### src/sv/imtm_pkg.sv
`timescale 1ns / 1ps
`default_nettype none

package imtm_pkg;

  localparam logic [4:0] MAC_LENGTH = 5'd17;

  localparam logic [7:0] CHAR_DOT   = 8'h2E;
  localparam logic [7:0] CHAR_COLON = 8'h3A;
  localparam logic [7:0] CHAR_DASH  = 8'h2D;
  localparam logic [7:0] CHAR_ZERO  = 8'h30;
  localparam logic [7:0] CHAR_NINE  = 8'h39;

  localparam logic [1:0] KIND_NONE = 2'd0;
  localparam logic [1:0] KIND_IPV4 = 2'd1;
  localparam logic [1:0] KIND_MAC  = 2'd2;

  typedef struct packed {
    logic [7:0] char_code;
    logic       is_last;
  } tok_t;

  typedef struct packed {
    logic       redact;
    logic [1:0] match_kind;
  } res_t;

  function automatic logic is_digit(input logic [7:0] c);
    return (c >= CHAR_ZERO) && (c <= CHAR_NINE);
  endfunction

  function automatic logic is_hex(input logic [7:0] c);
    return is_digit(c) || (c >= 8'h41 && c <= 8'h46) || (c >= 8'h61 && c <= 8'h66);
  endfunction

  // positions 2, 5, 8, 11, 14 carry a separator
  function automatic logic is_sep_pos(input logic [4:0] p);
    return (p == 5'd2) || (p == 5'd5) || (p == 5'd8) || (p == 5'd11) || (p == 5'd14);
  endfunction

endpackage

`default_nettype wire

### src/sv/imtm_scan.sv
`timescale 1ns / 1ps
`default_nettype none

module imtm_scan
  import imtm_pkg::*;
(
  input  wire logic       clk,
  input  wire logic       rst,
  input  wire logic       step,
  input  wire tok_t       tok,
  output logic [1:0]      kind
);

  logic       ip_alive, ip_alive_next;
  logic [1:0] octet_index, octet_index_next;
  logic [1:0] octet_digits, octet_digits_next;
  logic [7:0] octet_value, octet_value_next;
  logic       octet_leading_zero, octet_leading_zero_next;
  logic       mac_alive, mac_alive_next;
  logic [4:0] mac_position, mac_position_next;

  logic [3:0]  digit;
  logic [11:0] grown;

  assign digit = 4'(tok.char_code - CHAR_ZERO);
  assign grown = 12'(octet_value) * 12'd10 + 12'(digit);

  always_comb begin
    ip_alive_next           = ip_alive;
    octet_index_next        = octet_index;
    octet_digits_next       = octet_digits;
    octet_value_next        = octet_value;
    octet_leading_zero_next = octet_leading_zero;
    if (ip_alive) begin
      if (is_digit(tok.char_code)) begin
        if (octet_digits == 2'd0) begin
          octet_leading_zero_next = (digit == 4'd0);
          octet_value_next        = 8'(digit);
          octet_digits_next       = 2'd1;
        end else if (octet_leading_zero || octet_digits == 2'd3) begin
          ip_alive_next = 1'b0;
        end else if (grown > 12'd255) begin
          ip_alive_next = 1'b0;
        end else begin
          octet_value_next  = grown[7:0];
          octet_digits_next = octet_digits + 2'd1;
        end
      end else if (tok.char_code == CHAR_DOT) begin
        if (octet_digits == 2'd0 || octet_index == 2'd3) begin
          ip_alive_next = 1'b0;
        end else begin
          octet_index_next        = octet_index + 2'd1;
          octet_digits_next       = 2'd0;
          octet_value_next        = 8'd0;
          octet_leading_zero_next = 1'b0;
        end
      end else begin
        ip_alive_next = 1'b0;
      end
    end
  end

  always_comb begin
    mac_alive_next    = mac_alive;
    mac_position_next = mac_position;
    if (mac_position >= MAC_LENGTH) begin
      mac_alive_next = 1'b0;
    end else begin
      if (is_sep_pos(mac_position)) begin
        if (tok.char_code != CHAR_COLON && tok.char_code != CHAR_DASH) begin
          mac_alive_next = 1'b0;
        end
      end else if (!is_hex(tok.char_code)) begin
        mac_alive_next = 1'b0;
      end
      mac_position_next = mac_position + 5'd1;
    end
  end

  always_comb begin
    if (ip_alive_next && octet_index_next == 2'd3 && octet_digits_next != 2'd0) begin
      kind = KIND_IPV4;
    end else if (mac_alive_next && mac_position_next == MAC_LENGTH) begin
      kind = KIND_MAC;
    end else begin
      kind = KIND_NONE;
    end
  end

  always_ff @(posedge clk) begin
    if (rst || (step && tok.is_last)) begin
      ip_alive           <= 1'b1;
      octet_index        <= 2'd0;
      octet_digits       <= 2'd0;
      octet_value        <= 8'd0;
      octet_leading_zero <= 1'b0;
      mac_alive          <= 1'b1;
      mac_position       <= 5'd0;
    end else if (step) begin
      ip_alive           <= ip_alive_next;
      octet_index        <= octet_index_next;
      octet_digits       <= octet_digits_next;
      octet_value        <= octet_value_next;
      octet_leading_zero <= octet_leading_zero_next;
      mac_alive          <= mac_alive_next;
      mac_position       <= mac_position_next;
    end
  end

endmodule

`default_nettype wire

### src/sv/ipv4_mac_token_matcher.sv
// ipv4_mac_token_matcher
// tokens stream in on the tok channel, one character per item, with is_last
// set on the final character of each token. each token yields exactly one
// item on the res channel: redact and match_kind (none, ipv4 or mac).
// characters other than the last produce no result.
// an accepted character lands in an input register; from there it updates the
// running scan state and, for a last character, loads the result register.
// a last character passes the input register and then the result register.
// throughput: one character per cycle while no last character is held back.
// when res_ready is low a pending result holds its register; non-final
// characters keep flowing, and a final character waits in the input
// register until the result register is free, which then backs up tok_ready.
// reset (rst, synchronous) empties both registers and returns the scan to
// the start of a token; the state also returns there after every last char.
`timescale 1ns / 1ps
`default_nettype none

module ipv4_mac_token_matcher
  import imtm_pkg::*;
(
  input  wire logic clk,
  input  wire logic rst,
  input  wire logic tok_valid,
  output logic      tok_ready,
  input  wire tok_t tok,
  output logic      res_valid,
  input  wire logic res_ready,
  output res_t      res
);

  logic       hold_valid;
  tok_t       hold;
  logic       advance;
  logic       res_free;
  logic [1:0] kind;

  assign res_free  = !res_valid || res_ready;
  assign advance   = hold_valid && (!hold.is_last || res_free);
  assign tok_ready = !hold_valid || advance;

  imtm_scan u_scan (
    .clk  (clk),
    .rst  (rst),
    .step (advance),
    .tok  (hold),
    .kind (kind)
  );

  always_ff @(posedge clk) begin
    if (rst) begin
      hold_valid <= 1'b0;
      res_valid  <= 1'b0;
    end else begin
      if (tok_ready) begin
        hold_valid <= tok_valid;
      end
      if (advance && hold.is_last) begin
        res_valid <= 1'b1;
      end else if (res_ready) begin
        res_valid <= 1'b0;
      end
    end
    if (tok_ready && tok_valid) begin
      hold <= tok;
    end
    if (advance && hold.is_last) begin
      res.redact     <= (kind != KIND_NONE);
      res.match_kind <= kind;
    end
  end

endmodule

`default_nettype wire

### config.mk
export PLATFORM = sky130hd
export DESIGN_NAME = ipv4_mac_token_matcher
export DESIGN_NICKNAME = d
export VERILOG_FILES = /design/src/sv/imtm_pkg.sv /design/src/sv/imtm_scan.sv /design/src/sv/ipv4_mac_token_matcher.sv
export SDC_FILE = /design/constraint.sdc
export NUM_CORES = 1
export LEC_CHECK = 0
export ABC_CLOCK_PERIOD_IN_PS = 5600
export BUFFER_PORTS_ARGS = -buffer_cell sky130_fd_sc_hd__clkbuf_2
export CORE_MARGIN = 2
export CORE_UTILIZATION = 40
export CTS_CLUSTER_DIAMETER = 60
export CTS_CLUSTER_SIZE = 20
export DETAILED_ROUTE_END_ITERATION = 8
export PLACE_DENSITY = 0.58
export SYNTH_ARGS = -nofsm -noshare
export SYNTH_HDL_FRONTEND = slang
export SYNTH_HIERARCHICAL = 1
export SYNTH_SLANG_ARGS = --single-unit
### constraint.sdc
create_clock -name clk -period 5.6 [get_ports clk]
set_clock_uncertainty 0.1 [all_clocks]
set_input_delay 0.28 -clock clk [delete_from_list [all_inputs] [get_ports clk]]
set_output_delay 0.28 -clock clk [all_outputs]
set_load 0.005 [all_outputs]
==> results.tsv, run 1 <==
metric	value	unit
timing.rr.end	res[2]	
final_antenna_net_count	0	
row_count	26	
pwr-share-comb	7.2	%
drv_slew	0	
overflow	0	
vdd_drop_max	0.182	mV
dp_slack	2.39	ns
syn_avg_cell_area	9.53	sq um
hpwlAfterDp	3170	microns
arrival	3.30	ns
clockBufferDepth	2	
reg2reg_from	u_scan/octet_value[1]	
rsz0062_at_grt	no	
p_per_area	200	nW/um^2
htree_levels	2	
cts-root-buf	clkbuf_8	
drtPass1Iterations	4	
regToRegSetupSlack	2.36	ns
diodes	0	
period_needed	3.24	ns
max_slew_margin	23.9	%
p_leak	1.01	nW
status	complete, no violations	
holdPathEnd	hold[8]	
gr-usage-all-layers	15.2	%
fin_area	2370	sq um
via_per_inst	5.34	
setup_viol	0	
dieWidth	77.5	microns
hold_viol	0	
clock_latency	0.28	ns
min_from	tok[8]	
fillers	505	
core_area	5170	sq um
syn_inst	227	
async_flop_share	0	%
multiInputGateArea	1280	sq um
grt_pass1_vias	1565	
yosysWarnings	6	
fin_ws	2.36	ns
instances_no_fill	316	
antenna_found_initial	0	
dp_cells	308	
vias	1688	
place.gp.congestion	0.806	
ctsHoldBuffers	0	
synthFlopType	dfxtp_1	
total_power	0.474	mW
internal_power	0.363	mW
die-height	77.5	microns
layout_common_cells	nor2_1, dfxtp_1, ha_1	
crit_fanout	4	
p_clk_share	35.6	%
clock-sinks	34	
yosysSeqAreaShare	37.0	%
post_cts_buffers	0	
path_class	flip-flop to flip-flop	
regArea	801	sq um
synth_cell_type_count	54	
yosys.area.top_type	dfxtp_1	
wl_per_cell	13.2	microns
drc	0	
drive_gt1_share	14.2	%
routed_wl	4160	microns
layout_commonest_cell	nor2_1	
netlist_top_cells_area	dfxtp_1, edfxtp_1, ha_1	
hold_depth	1	
port_buffers	17	
drt_iter0_drc	87	
fin_crit_sh	57.9	%
placed_area	2290	sq um
endpoint_kind	flip-flop	
area_delta_synth_final	9.72	%
min_path_type	primary input to flip-flop	
tns	0	ns
ys_ff_latch	34	
power.switching	0.111	mW
reg2reg_depth	11	
cts_tree	built	
p_sw_share	23.4	%
crit_start	u_scan/octet_value[1]	
grt_pass1_wl	7310	microns
initial_core_util	41.8	%
cts_buffers	5	
grt_max_degree	18	
synth_edf_count	12	
ioPinCount	18	
yosys.area.top_type_share	20.4	%
synth_area	2160	sq um
startpoint_type	flip-flop	
die_area	6010	sq um
max-cap-violations	0	
fin_nets	282	
post_cts_resized	0	
worst_pin_slew	1.14	ns
clkTransAtPathRegs	0.07	ns
critPathRequiredTime	5.66	ns
syn_nets	264	
clock.fmax	0.309	GHz
seqPwrFrac	57.2	%
[stage by stage]
stage | hold WS, ns | utilization (%)
after floorplan | 0.249 | -
after global placement | 0.358 | 44.3
after detailed placement | 0.359 | 44.3
after CTS | 0.0629 | 45.9
after global routing | 0.0576 | 45.9
final | 0.0728 | 45.9
[layer usage]
metal / routed length (microns) / global-route usage (%)
met5: 0 / 0
met2: 1850 / 22.8
met3: 151 / 3.14
met1: 2120 / 22.0
met4: 40 / 4.82
[registers in the layout (all words and copies together) (netlist names)]
signal,cells
u_scan/octet_digits,2
res,3
hold_valid,1
u_scan/octet_leading_zero,1
hold,9
u_scan/mac_alive,1
u_scan/octet_value,8
u_scan/ip_alive,1
u_scan/octet_index,2
res_valid,1
u_scan/mac_position,5
[kinds of logic (layout without fill, tap and decap cells)]
family,after synthesis,after routing,share of synthesized area [%]
and+or+nand+nor,91,91,23.3
AOI/OAI and AO/OA,45,45,13.5
DFF,34,34,37.0
adders and majority gates,24,24,14.6
buffers and inverters,15,34,3.59
xor gates and xnor gates,10,10,4.05
muxes,8,8,3.99
[cells in the mapped netlist, drive strengths merged, types with 3 or more instances]
| cell | count |
|---|---|
| or2 | 3 |
| inv | 9 |
| a21o | 3 |
| dfxtp | 22 |
| o21ai | 10 |
| nand4b | 3 |
| xor2 | 5 |
| and3 | 3 |
| mux2 | 5 |
| nand2 | 19 |
| nor3 | 5 |
| nand3 | 7 |
| mux2i | 3 |
| edfxtp | 12 |
| nand4 | 9 |
| buf | 4 |
| nand2b | 4 |
| nor2 | 24 |
| and2 | 3 |
| a21oi | 15 |
| xnor2 | 5 |
| ha | 22 |
[worst max-delay path, cell delays in order, from the launching register on]
cell,delay [ns]
dfxtp_1,0.41
ha_1,0.26
ha_1,0.22
fa_1,0.41
xor2_1,0.24
nand3_1,0.15
nor4_2,0.18
mux2_2,0.39
a31oi_1,0.20
o22ai_1,0.14
nor3_1,0.28
or2_1,0.14
[worst max-delay path by stage]
stage	end	slack [ns]	depth (start not counted)
after global routing	u_scan/octet_value[5]	2.15	10
after detailed placement	u_scan/octet_value[5]	2.39	10
final	res[2]	2.36	11
after CTS	res[2]	2.36	11
after floorplan	u_scan/octet_digits[1]	2.67	11
after global placement	res[2]	2.45	11
[area by class of cell]
class | instances | share of cell area (%)
clock buffer | 6 | 3.06
clock inverter | 2 | 0.369
inverter | 9 | 1.42
multi-input combinational | 178 | 54.1
sequential | 34 | 33.7
tap | 70 | 3.69
timing repair buffer | 17 | 3.58
[power by group through the flow]
| stage | combinational (mW) | clock (mW) | sequential [mW] |
|---|---|---|---|
| floorplan | 0.0247 | 0 | 0.275 |
| global placement | 0.0342 | 0 | 0.277 |
| detailed placement | 0.0342 | 0 | 0.277 |
| CTS | 0.0344 | 0.176 | 0.271 |
| global route | 0.0398 | 0.187 | 0.273 |
| finish | 0.0341 | 0.169 | 0.271 |
(Power assumes the default switching activity.)
==> run 2, diff against run 1 <==
- ABC_AREA: not set -> 1
- ABC_CLOCK_PERIOD_IN_PS: 5600 -> 3100
- clock period: 5.6 -> 3.1 ns (I/O delays scaled with it)
==> run 2 against run 1 <==
Against the previous run: the run now ends with setup timing left; highest routed layer unchanged; routed wire length rose by 25%; via count rose by 34%; first-iteration DRC count fell by 2.3%; worst setup slack got worse by 2.4 ns; count of clock-buffer cells in the layout did not move; sequential share of layout area fell by 8.3 points; utilization rose by 7.3 points; synthesized area rose by 13%; synthesized cell count rose by 46%; die area rose by 12%; maximum frequency rose by 2.4%.
==> results.tsv, run 2 <==
metric	value	unit	change
place.gp.congestion	0.848		+5.3%
fin_nets	420		+49%
cp_slowest_cell	fa_2		
crit_fanout	3		-1
hpwlAfterDp	3990	microns	+26%
port_buffers	17		unchanged
max-cap-violations	0		unchanged
synthFlopType	dfxtp_1		
fin_crit_sh	102	%	+44 points
vias	2256		+34%
hold_viol	0		unchanged
total_power	1.06	mW	+120%
instances_no_fill	459		+45%
drt_iter0_drc	85		-2.3%
ys_ff_latch	34		unchanged
async_flop_share	0	%	unchanged
clock_latency	0.29	ns	about the same
ioPinCount	18		unchanged
p_leak	1.51	nW	+49%
drv_slew	0		unchanged
dieWidth	82.2	microns	+6.0%
area_delta_synth_final	28.8	%	
endpoint_kind	flip-flop		
drtPass1Iterations	4		unchanged
fillers	551		+9.1%
wl_per_cell	11.4	microns	-14%
ys_top_cells_by_count	nand2_1, inv_1, nor2_1, a21oi_1		
routed_wl	5220	microns	+25%
drc	0		unchanged
vdd_drop_max	0.279	mV	+53%
status	finished with violations		
fin_ws	-0.0638	ns	-2.42 ns
synth_area	2450	sq um	+13%
dp_cells	437		+42%
internal_power	0.816	mW	+120%
clock.fmax	0.316	GHz	+2.4%
arrival	3.10	ns	-0.20 ns
gr-usage-all-layers	16.7	%	+1.4 points
dp_slack	-0.163	ns	-2.56 ns
clkTransAtPathRegs	0.07	ns	about the same
regArea	803	sq um	+0.31%
grt_max_degree	13		-5
tns	-0.0638	ns	-0.0638 ns
violations	setup timing		
syn_nets	368		+39%
p_per_area	338	nW/um^2	+69%
cts-root-buf	clkbuf_8		
core_area	5920	sq um	+14%
top_regs	hold (9), u_scan/octet_value (8), u_scan/mac_position (5)		
yosysSeqAreaShare	32.7	%	-4.3 points
top_register	hold		
clock-sinks	34		unchanged
startpoint_type	flip-flop		
yosysWarnings	6		unchanged
syn_inst	331		+46%
setup_viol	1		+1
largest_reg_flops	9		unchanged
p_clk_share	43.0	%	+7.4 points
htree_levels	2		unchanged
cpMostUsedCell	nand2_2		
overflow	0		unchanged
synth_edf_count	12		unchanged
multiInputGateArea	1550	sq um	+21%
layout_commonest_cell	inv_1		
initial_core_util	41.3	%	-0.49 points
die-height	82.2	microns	+6.0%
clockBufferDepth	2		unchanged
cts_tree	built		
crit_chain	ha_4, ha_4, fa_2, nand2_2, inv_2, nand2_2, nor2_4, nand3_2, nand2_2, nand3_2, nor2_4, nand3_4, nand2_4, nand2_1, nor2_1, a21oi_2, or2_4		
max_slew_margin	73.8	%	+50 points
yosys.area.top_type_share	18.0	%	-2.4 points
yosys.area.top_type	dfxtp_1		
yosysMostFrequentCell	nand2_1		
die_area	6760	sq um	+12%
path_class	flip-flop to flip-flop		
cp.buffers_inverters	1		+1
grt_pass1_wl	8810	microns	+21%
power.switching	0.248	mW	+120%
layout_common_cells	inv_1, nand2_1, a21oi_1, nor2_1, buf_4		
whs	0.153	ns	+0.0804 ns
path_delay_family	simple AND/OR/NAND/NOR gates		
pwr-share-comb	10.6	%	+3.4 points
diodes	0		unchanged
min_path_type	primary input to flip-flop		
antenna_found_initial	0		unchanged
via_per_inst	4.92		-8.0%
row_count	28		+7.7%
critPathMaxStageDelay	0.55	ns	+0.14 ns
netlist_top_cells_area	dfxtp_1, edfxtp_1, ha_1		
cts_buffers	5		unchanged
grt_pass1_vias	2088		+33%
worst_pin_slew	0.391	ns	-0.750 ns
seqPwrFrac	46.4	%	-11 points
rsz0062_at_grt	yes		
synth_cell_type_count	36		-33%
drive_gt1_share	26.6	%	+12 points
final_antenna_net_count	0		unchanged
p_sw_share	23.3	%	-0.032 points
critPathRequiredTime	3.04	ns	-2.62 ns
period_needed	3.16	ns	-0.0767 ns
syn_avg_cell_area	7.39	sq um	-22%
-- run 2: cell types whose count changed after synthesis, moves of 4 or more --
| cell | before | now |
|---|---|---|
| xnor2_1 | 5 | 1 |
| o21ai_0 | 4 | 17 |
| inv_1 | 9 | 56 |
| nand2b_1 | 4 | 0 |
| nor2_1 | 24 | 30 |
| nand2_1 | 19 | 63 |
| nand3_1 | 7 | 22 |
| a21oi_1 | 15 | 28 |
| nand2_2 | 0 | 5 |
-- run 2: what timing repair did --
| action | in CTS | in global routing |
|---|---|---|
| hold buffers | 11 | 0 |
| hold endpoints to repair | 10 | 0 |
| setup buffers | 2 | 1 |
| pin swaps | 15 | 16 |
| setup endpoints to repair | 1 | 7 |
| gates resized for setup | 16 | 22 |
| gates cloned | 0 | 0 |
-- run 2: cell type report --
class | instances | area share (%)
Inverter | 58 | 6.99
Clock inverter | 2 | 1.23
Tap cell | 75 | 2.98
Sequential cell | 34 | 25.5
Timing Repair Buffer | 49 | 11.2
Multi-Input combinational cell | 235 | 49.1
Clock buffer | 6 | 2.98
-- run 2: worst reg2reg max path, stage by stage (launching register included) --
cell     delay (ns)
dfxtp_2        0.34
ha_4           0.24
ha_4           0.16
fa_2           0.55
nand2_2        0.06
inv_2          0.06
nand2_2        0.07
nor2_4         0.14
nand3_2        0.09
nand2_2        0.08
nand3_2        0.09
nor2_4         0.16
nand3_4        0.12
nand2_4        0.09
nand2_1        0.05
nor2_1         0.20
a21oi_2        0.09
or2_4          0.24
-- run 2: kinds of logic after synthesis --
| kind of cell | Yosys count | synth area share, % |
|---|---|---|
| xor+xnor | 3 | 1.07 |
| buf+inv | 62 | 9.82 |
| flops | 34 | 32.7 |
| simple gates | 148 | 29.4 |
| fa+ha+maj | 24 | 12.9 |
| mux | 1 | 0.460 |
| compound gates | 59 | 13.7 |
-- run 2: per-stage QoR --
| step | instance area (sq um) | utilization, % |
|---|---|---|
| after floorplan | 2460 | - |
| after global placement | 2750 | 46.4 |
| after detailed placement | 2750 | 46.4 |
| after CTS | 3060 | 51.7 |
| after global routing | 3150 | 53.2 |
| final | 3150 | 53.2 |
-- run 2: power by group through the flow --
stage          Combinational, mW  Sequential [mW]  Clock (mW)
3_5_place_dp              0.0976            0.503           0
3_3_place_gp              0.0962            0.503           0
4_1_cts                    0.110            0.493       0.473
5_1_grt                    0.130            0.496       0.490
2_1_floorplan             0.0697            0.500           0
6_report                   0.113            0.493       0.457
-- run 2: metal layers --
metal	GRT usage, %	up-vias	wire, microns
met5	0	-	0
met4	4.00	0	53
met3	3.26	5	136
met2	28.0	29	2350
met1	22.0	1013	2670
li1	-	1209	-
-- run 2: path summary, 6_finish.rpt --
kind                                          to  cells after the start                  start  slack [ns]
worst max register to register            res[2]                     17  u_scan/octet_value[3]       -0.06
worst max-delay path                      res[2]                     17  u_scan/octet_value[3]       -0.06
worst min register to register  u_scan/mac_alive                      2       u_scan/mac_alive        0.38
worst min-delay path                   res_valid                      6              res_ready        0.15
